==> src/rtl/core/dctd_pkg.sv <==
// Shared types and constants for the dependency-counting task dispatcher.
// No dependencies.
package dctd_pkg;

  localparam int NODES_DEF   = 32;
  localparam int NODE_W      = 5;
  localparam int FUNC_W      = 3;
  localparam int CNT_W       = 6;
  localparam int CNT_MAX     = 63;
  localparam int MAX_RESULTS = 32;

  typedef logic [FUNC_W-1:0] func_t;
  typedef logic [CNT_W-1:0]  cnt_t;

  localparam func_t FUNC_CLEAR  = 3'd0;
  localparam func_t FUNC_MARK   = 3'd1;
  localparam func_t FUNC_EDGE   = 3'd2;
  localparam func_t FUNC_START  = 3'd3;
  localparam func_t FUNC_FINISH = 3'd4;

endpackage

==> src/rtl/core/dctd_store.sv <==
// Single-port-write, single-port-read storage array with per-entry valid bits.
// Entries never written since the last clear read as zero. Uses no package.
module dctd_store #(
  parameter int DEPTH = 32,
  parameter int WIDTH = 6,
  localparam int AW = (DEPTH > 1) ? $clog2(DEPTH) : 1
) (
  input  logic             clk,
  input  logic             rst,
  input  logic             clr_all,
  input  logic             rd_en,
  input  logic [AW-1:0]    rd_addr,
  output logic [WIDTH-1:0] rd_data,
  input  logic             wr_en,
  input  logic [AW-1:0]    wr_addr,
  input  logic [WIDTH-1:0] wr_data
);

  logic [WIDTH-1:0] mem [DEPTH];
  logic [DEPTH-1:0] valid;
  logic [WIDTH-1:0] rd_q;
  logic             rd_v;

  always_ff @(posedge clk) begin
    if (wr_en) begin
      mem[wr_addr] <= wr_data;
    end
    if (rd_en) begin
      rd_q <= mem[rd_addr];
    end
  end

  always_ff @(posedge clk) begin
    if (rst || clr_all) begin
      valid <= '0;
    end else if (wr_en) begin
      valid[wr_addr] <= 1'b1;
    end
  end

  always_ff @(posedge clk) begin
    if (rst) begin
      rd_v <= 1'b0;
    end else if (rd_en) begin
      rd_v <= valid[rd_addr];
    end
  end

  assign rd_data = rd_v ? rd_q : '0;

endmodule

==> src/rtl/core/dctd_sat_unit.sv <==
// Shared saturating incrementer and comparator for 6-bit counts.
// Depends on dctd_pkg.
module dctd_sat_unit (
  input  logic [dctd_pkg::CNT_W-1:0] a,
  input  logic [dctd_pkg::CNT_W-1:0] b,
  output logic [dctd_pkg::CNT_W-1:0] inc,
  output logic                       at_max,
  output logic                       eq_inc,
  output logic                       eq
);
  import dctd_pkg::*;

  assign at_max = (a == CNT_W'(CNT_MAX));
  assign inc    = at_max ? a : a + 1'b1;
  assign eq_inc = (inc == b);
  assign eq     = (a == b);

endmodule

==> src/rtl/core/dependency_counting_task_dispatcher_top.sv <==
// Dependency-counting task dispatcher: sequencer, graph and counter storage.
// Depends on dctd_pkg, dctd_store, dctd_sat_unit.
//
// Usage: drive func/node/target_node with start; the command is taken on a
// clock edge where start is high and busy is low. Clear, mark and add-edge
// commands produce no results. Start-run and task-finished commands produce
// one or more results, each shown for one cycle with result_strobe high;
// the final one has last set. A command with no ready task gives a single
// result with ready_valid low.
// Sequencing: clear, mark and unknown commands never raise busy; add-edge
// holds busy for the read-modify-write of one successor row. Start-run and a
// finish of a present task scan all NODES entries, one per cycle, through
// the count memories, then strobe the last result in the same cycle as busy
// falls. A finish of an absent task skips the scan. A ready entry is held
// until the next ready entry is found, which strobes it during the scan, or
// until the scan ends.
// Reset clears all graph, counter and run state at once (valid bits).
// The receiver cannot stall; every strobed result is a transfer.
module dependency_counting_task_dispatcher_top #(
  parameter int NODES = dctd_pkg::NODES_DEF
) (
  input  logic                        clk,
  input  logic                        rst,
  input  logic                        start,
  output logic                        busy,
  input  logic [dctd_pkg::FUNC_W-1:0] func,
  input  logic [dctd_pkg::NODE_W-1:0] node,
  input  logic [dctd_pkg::NODE_W-1:0] target_node,
  output logic                        result_strobe,
  output logic [dctd_pkg::NODE_W-1:0] ready_node,
  output logic                        ready_valid,
  output logic                        run_complete,
  output logic                        last
);
  import dctd_pkg::*;

  localparam int IW = (NODES > 1) ? $clog2(NODES) : 1;

  localparam logic [1:0] S_IDLE = 2'd0;
  localparam logic [1:0] S_EDGE = 2'd1;
  localparam logic [1:0] S_SCAN = 2'd2;
  localparam logic [1:0] S_END  = 2'd3;

  logic [1:0]       state;
  func_t            cur_func;
  logic [NODES-1:0] present;
  cnt_t             present_count;
  cnt_t             finished;
  logic             done;
  logic             edge_ok;
  logic [IW-1:0]    edge_src;
  logic [IW-1:0]    edge_tgt;
  logic [IW:0]      rd_idx;
  logic             p_valid;
  logic [IW-1:0]    p_idx;
  logic [IW-1:0]    pend;
  logic             pend_valid;
  cnt_t             emit_cnt;

  logic             accept;
  logic [IW-1:0]    node_idx;
  logic [IW-1:0]    tgt_idx;
  logic             node_in;
  logic             tgt_in;
  logic             a_ok;
  logic             b_ok;
  logic             scan_issue;
  logic             hit;
  logic             emit;

  logic [NODES-1:0] row_rd;
  logic             row_wr;
  cnt_t             pred_rd;
  cnt_t             arr_rd;
  logic             arr_wr;

  cnt_t             u_a;
  cnt_t             u_b;
  cnt_t             u_inc;
  logic             u_at_max;
  logic             u_eq_inc;
  logic             u_eq;

  assign busy       = (state != S_IDLE);
  assign accept     = start && !busy;
  assign node_idx   = IW'(node);
  assign tgt_idx    = IW'(target_node);
  assign node_in    = (32'(node) < 32'(NODES));
  assign tgt_in     = (32'(target_node) < 32'(NODES));
  assign a_ok       = node_in && present[node_idx];
  assign b_ok       = tgt_in && present[tgt_idx];
  assign scan_issue = (state == S_SCAN) && (rd_idx != (IW+1)'(NODES));
  assign row_wr     = (state == S_EDGE) && edge_ok && !row_rd[edge_tgt];

  assign hit = p_valid && present[p_idx] &&
               ((cur_func == FUNC_FINISH) ? (row_rd[p_idx] && !u_at_max && u_eq_inc)
                                          : u_eq);
  assign emit   = hit && (emit_cnt != CNT_W'(MAX_RESULTS));
  assign arr_wr = p_valid && (cur_func == FUNC_FINISH) && row_rd[p_idx] && !u_at_max;

  dctd_store #(.DEPTH(NODES), .WIDTH(NODES)) u_rows (
    .clk     (clk),
    .rst     (rst),
    .clr_all (accept && (func == FUNC_CLEAR)),
    .rd_en   (accept && ((func == FUNC_EDGE) || (func == FUNC_FINISH))),
    .rd_addr (node_idx),
    .rd_data (row_rd),
    .wr_en   (row_wr),
    .wr_addr (edge_src),
    .wr_data (row_rd | (NODES'(1) << edge_tgt))
  );

  dctd_store #(.DEPTH(NODES), .WIDTH(CNT_W)) u_pred (
    .clk     (clk),
    .rst     (rst),
    .clr_all (accept && (func == FUNC_CLEAR)),
    .rd_en   ((accept && (func == FUNC_EDGE)) || scan_issue),
    .rd_addr (accept ? tgt_idx : rd_idx[IW-1:0]),
    .rd_data (pred_rd),
    .wr_en   (row_wr),
    .wr_addr (edge_tgt),
    .wr_data (u_inc)
  );

  dctd_store #(.DEPTH(NODES), .WIDTH(CNT_W)) u_arr (
    .clk     (clk),
    .rst     (rst),
    .clr_all (accept && ((func == FUNC_CLEAR) || (func == FUNC_START))),
    .rd_en   (scan_issue),
    .rd_addr (rd_idx[IW-1:0]),
    .rd_data (arr_rd),
    .wr_en   (arr_wr),
    .wr_addr (p_idx),
    .wr_data (u_inc)
  );

  always_comb begin
    u_a = '0;
    u_b = '0;
    unique case (state)
      S_IDLE: begin
        case (func)
          FUNC_MARK: begin
            u_a = present_count;
          end
          FUNC_START: begin
            u_b = present_count;
          end
          FUNC_FINISH: begin
            u_a = finished;
            u_b = present_count;
          end
          default: ;
        endcase
      end
      S_EDGE: begin
        u_a = pred_rd;
      end
      S_SCAN: begin
        if (cur_func == FUNC_FINISH) begin
          u_a = arr_rd;
          u_b = pred_rd;
        end else begin
          u_a = pred_rd;
        end
      end
      default: ;
    endcase
  end

  dctd_sat_unit u_sat (
    .a      (u_a),
    .b      (u_b),
    .inc    (u_inc),
    .at_max (u_at_max),
    .eq_inc (u_eq_inc),
    .eq     (u_eq)
  );

  always_ff @(posedge clk) begin
    if (rst) begin
      state         <= S_IDLE;
      present       <= '0;
      present_count <= '0;
      finished      <= '0;
      p_valid       <= 1'b0;
      pend_valid    <= 1'b0;
      rd_idx        <= '0;
      emit_cnt      <= '0;
      result_strobe <= 1'b0;
    end else begin
      result_strobe <= 1'b0;
      unique case (state)
        S_IDLE: begin
          if (accept) begin
            cur_func <= func;
            case (func)
              FUNC_CLEAR: begin
                present       <= '0;
                present_count <= '0;
                finished      <= '0;
              end
              FUNC_MARK: begin
                if (node_in && !present[node_idx]) begin
                  present[node_idx] <= 1'b1;
                  present_count     <= u_inc;
                end
              end
              FUNC_EDGE: begin
                edge_ok  <= a_ok && b_ok && (node != target_node);
                edge_src <= node_idx;
                edge_tgt <= tgt_idx;
                state    <= S_EDGE;
              end
              FUNC_START: begin
                finished   <= '0;
                done       <= u_eq;
                rd_idx     <= '0;
                emit_cnt   <= '0;
                pend_valid <= 1'b0;
                state      <= S_SCAN;
              end
              FUNC_FINISH: begin
                rd_idx     <= '0;
                emit_cnt   <= '0;
                pend_valid <= 1'b0;
                if (a_ok) begin
                  finished <= u_inc;
                  done     <= u_eq_inc;
                  state    <= S_SCAN;
                end else begin
                  done  <= u_eq;
                  state <= S_END;
                end
              end
              default: ;
            endcase
          end
        end
        S_EDGE: begin
          state <= S_IDLE;
        end
        S_SCAN: begin
          if (scan_issue) begin
            p_valid <= 1'b1;
            p_idx   <= rd_idx[IW-1:0];
            rd_idx  <= rd_idx + 1'b1;
          end else begin
            p_valid <= 1'b0;
            state   <= S_END;
          end
          if (emit) begin
            if (pend_valid) begin
              result_strobe <= 1'b1;
              ready_node    <= NODE_W'(pend);
              ready_valid   <= 1'b1;
              run_complete  <= done;
              last          <= 1'b0;
            end
            pend       <= p_idx;
            pend_valid <= 1'b1;
            emit_cnt   <= emit_cnt + 1'b1;
          end
        end
        S_END: begin
          result_strobe <= 1'b1;
          ready_node    <= pend_valid ? NODE_W'(pend) : '0;
          ready_valid   <= pend_valid;
          run_complete  <= done;
          last          <= 1'b1;
          state         <= S_IDLE;
        end
        default: begin
          state <= S_IDLE;
        end
      endcase
    end
  end

endmodule
==> config.mk <==
export PLATFORM = sky130hd
export DESIGN_NAME = dependency_counting_task_dispatcher_top
export DESIGN_NICKNAME = d
export VERILOG_FILES = /design/src/rtl/core/dctd_pkg.sv /design/src/rtl/core/dctd_store.sv /design/src/rtl/core/dctd_sat_unit.sv /design/src/rtl/core/dependency_counting_task_dispatcher_top.sv
export SDC_FILE = /design/constraint.sdc
export NUM_CORES = 2
export LEC_CHECK = 0
export BUFFER_PORTS_ARGS = -buffer_cell sky130_fd_sc_hd__buf_4
export CAP_MARGIN = 40
export CORE_UTILIZATION = 35
export CTS_BUF_LIST = sky130_fd_sc_hd__clkbuf_8
export DETAILED_ROUTE_END_ITERATION = 8
export PLACE_DENSITY_LB_ADDON = 0.15
export SKIP_CTS_REPAIR_TIMING = 1
export SLEW_MARGIN = 30
export SYNTH_ARGS = -nofsm -noshare
export SYNTH_HDL_FRONTEND = slang
export SYNTH_HIERARCHICAL = 1
export SYNTH_SLANG_ARGS = --single-unit
==> constraint.sdc <==
create_clock -name clk -period 22.1 [get_ports clk]
set_input_delay 3.315 -clock clk [delete_from_list [all_inputs] [get_ports clk]]
set_output_delay 3.315 -clock clk [all_outputs]
set_load 0.01 [all_outputs]
==> summary.md <==
| Metric | Value |
|---|---|
| Vias per inst | 5.42 |
| Yosys cell types | 64 |
| Post-synth top flop | edfxtp_1 |
| Final HPWL DP | 101000 µm |
| Pwr/cell area | 82.5 nW/µm² |
| Core Region | 185000 µm² |
| Max Root-Sink Buffers | 4 |
| Synth Area in Compound Gates | 3.03% |
| RSZ-0062 raised after global routing | no |
| Hold WS | 463 ps |
| Clock skew | 104 ps |
| Max-slew violations | 0 |
| Remaining Overflow, GRT | 0 |
| Crit-path cells | buf_4, nor3b_1, buf_4, a221oi_1, a311oi_1, a21o_1, ha_1, nand3_4, nor2_4, mux2_4, xor2_1, nor4_2, nand3b_1, o31ai_1, buf_4, a31oi_1, nor3_2 |
| Slew headroom | 30.0% |
| Peak supply drop | 0.0000653 V |
| Final instance area | 74900 µm² |
| Post-DRT Antenna Nets | 0 |
| Total CTS buffers | 292 |
| XOR/XNOR Fraction of Synth Area | 0.295% |
| Count leader, synth | edfxtp_1 |
| Worst-path fanout max | 67 |
| Worst min-delay path category | register to register |
| Tmin final | 7230 ps |
| Area leader, netlist | edfxtp_1 |
| First DRT Iteration DRCs | 3289 |
| Sequential share of power | 54.9% |
| Placer Congestion | 0.822 |
| First-pass detailed-route iteration total | 6 |
| Power share of the combinational group | 4.7% |
| FF+latch count, synth | 1645 |
| Largest family of logic cells by synthesized area | multiplexers |
| Mean Syn Cell Area | 20.7 µm² |
| TNS Setup | 0 ps |
| Total GRT Usage | 18.7% |
| Critical path's largest stage delay | 670 ps |
| Die area | 189000 µm² |
| Die height | 434 µm |
| Ports | 26 |
| Mux share of post-synthesis cell area | 18.6% |
| Setup ws final | 14870 ps |
| Clock Latency Late Sink | 1060 ps |
| Synthesized net count | 3176 |
| Synthesized area | 65400 µm² |
| Clock Pin Slew Worst Setup and Hold Paths | 50 ps |
| Synth top area share | 68.2% |
| TritonCTS clock tree | done |
| Part of the cycle the worst path needs | 32.7% |
| # setup viols final | 0 |
| Synth area leaders | edfxtp_1 (68%), mux4_2 (17%), dfxtp_1 (4.9%), o21a_1 (1.1%), mux2_2 (0.95%) |
| Final Hold Violating Endpoints | 0 |
| Synth-to-layout area growth | 14.6% |
| Multi-input combinational cell area | 17100 µm² |
| CP dominant cell by count | buf_4 |
| Filler cells | 16.5k |
| Initial antenna violation count | 5 |
| Int Power | 4.80 mW |
| Sink Count | 1645 |
| Avg WL per Cell | 28.6 µm |
| Crit start category | input pin |
| Sw power | 1.38 mW |
| Number of remaining DRC errors | 0 |
| FFs w/ async S/R, synth | 0% |
| Worst EP arrival | 7860 ps |
| Die Width | 434 µm |
| CP Buf/Inv Count | 3 |
| Synthesized instance count | 3155 |
| Cell Rows | 158 |
| Synth Area in Adders | 0.0957% |
| Via Count | 33.2k |
| Post-synth EDFFs | 1485 |
| Fraction of layout cells with a size suffix above 1 | 31.1% |
| Top cells by count, synth | edfxtp_1 (1485), mux4_2 (483), dfxtp_1 (160) |
| Leakage | 23.9 nW |
| Pwr Total | 6.18 mW |
| CTS H-Tree Depth | 5 |
| Sequential-to-total area share from yosys stat | 73.1% |
| Dpl ws | 13500 ps |
| Worst-Margin Slew | 1050 ps |
| Root Driver | clkbuf_8 |
| Fmax | 138 MHz |
| Largest net degree at the start of global routing | 124 |
| Clock power share | 40.3% |
| Vias in the first global route | 34.5k |
| Placed inst area | 69600 µm² |
| Number of port buffers | 25 |
| First-pass GRT wire length | 250000 µm |
| Drt total wl | 175000 µm |
| Status | finished, final reports clean |
| Setup CP Type | input pin to register |
| Sw frac | 22.3% |
| Crit-path leading delay family | simple AND/OR/NAND/NOR gates |
| Slowest-stage cell, CP | mux2_4 |
| Required time of the critical path | 22730 ps |
| Nets | 3461 |
| Worst setup EP type | register |
| YS warnings | 6 |
| Post-synthesis simple-gate area fraction | 3.52% |
| Max Cap Viol | 0 |
| Initial core utilization | 35.3% |
| Total area of sequential cells | 47800 µm² |
-- final timing paths --
| path | startpoint | end | slack, ps | cells after the start |
|---|---|---|---|---|
| worst max-delay path | func[0] | ready_node[3] | 14870 | 17 |
| worst min-delay path | u_rows/valid[12] | u_rows/valid[12] | 460 | 1 |
| worst max register to register | state[0] | ready_node[3] | 16830 | 13 |
| worst min register to register | u_rows/valid[12] | u_rows/valid[12] | 460 | 1 |
-- kinds of logic (layout without fill, tap and decap cells) --
kind of cell,Yosys count,in the layout
AOI/OAI and AO/OA,264,264
xor gates and xnor gates,22,22
and+or+nand+nor,436,436
muxes,601,601
DFF,1645,1645
adders and majority gates,5,5
buffers and inverters,182,665
other,0,6
-- cells in the final DEF, fill, tap and decap left out, drive strengths merged, types with 23 or more instances in the layout --
cell type	n
a22o	23
and2	55
buf	160
clkbuf	316
clkinv	72
dfxtp	160
edfxtp	1485
inv	114
mux2	58
mux2i	60
mux4	483
nand2	45
nand2b	24
nand3	37
nand3b	33
nor2	158
o21a	97
-- layout make-up --
cell class	instances	area share, %
clock buffer	311	5.71
antenna	6	0.0200
clock inverter	181	0.967
sequential	1645	63.8
inverter	8	0.0401
timing repair buffer	165	2.51
tap	2480	4.14
multi-input combinational	1328	22.8
-- layer usage --
layer	up-vias	global-route usage [%]	wire (µm)
li1	13700	-	-
met1	18100	26.5	78700
met2	1080	29.3	83300
met3	252	3.54	9590
met4	0	5.09	3370
met5	-	0	0
-- power by group through the flow --
stage	combinational, mW	sequential [mW]	clock (mW)
2_1_floorplan	0.207	3.46	0
3_3_place_gp	0.287	3.46	0
3_5_place_dp	0.296	3.46	0
4_1_cts	0.297	3.40	2.57
5_1_grt	0.314	3.40	2.71
6_report	0.293	3.40	2.49
-- registers in the layout, indices dropped and copies added (netlist names), 6 cells and up --
name           cells
u_rows/rd_q       32
u_arr/mem        192
u_pred/mem       192
emit_cnt           6
finished           6
u_pred/valid      32
present_count      6
u_arr/rd_q         6
u_arr/valid       32
u_rows/valid      32
u_pred/rd_q        6
u_rows/mem      1024
present           32
rd_idx             6
-- per-stage QoR --
stage	std cells	util [%]
final	6124	40.4
after global placement	5567	37.1
after CTS	6096	40.3
after detailed placement	5604	37.6
after global routing	6122	40.4
after floorplan	3155	-
No activity file was read; power rests on OpenSTA's default activity.
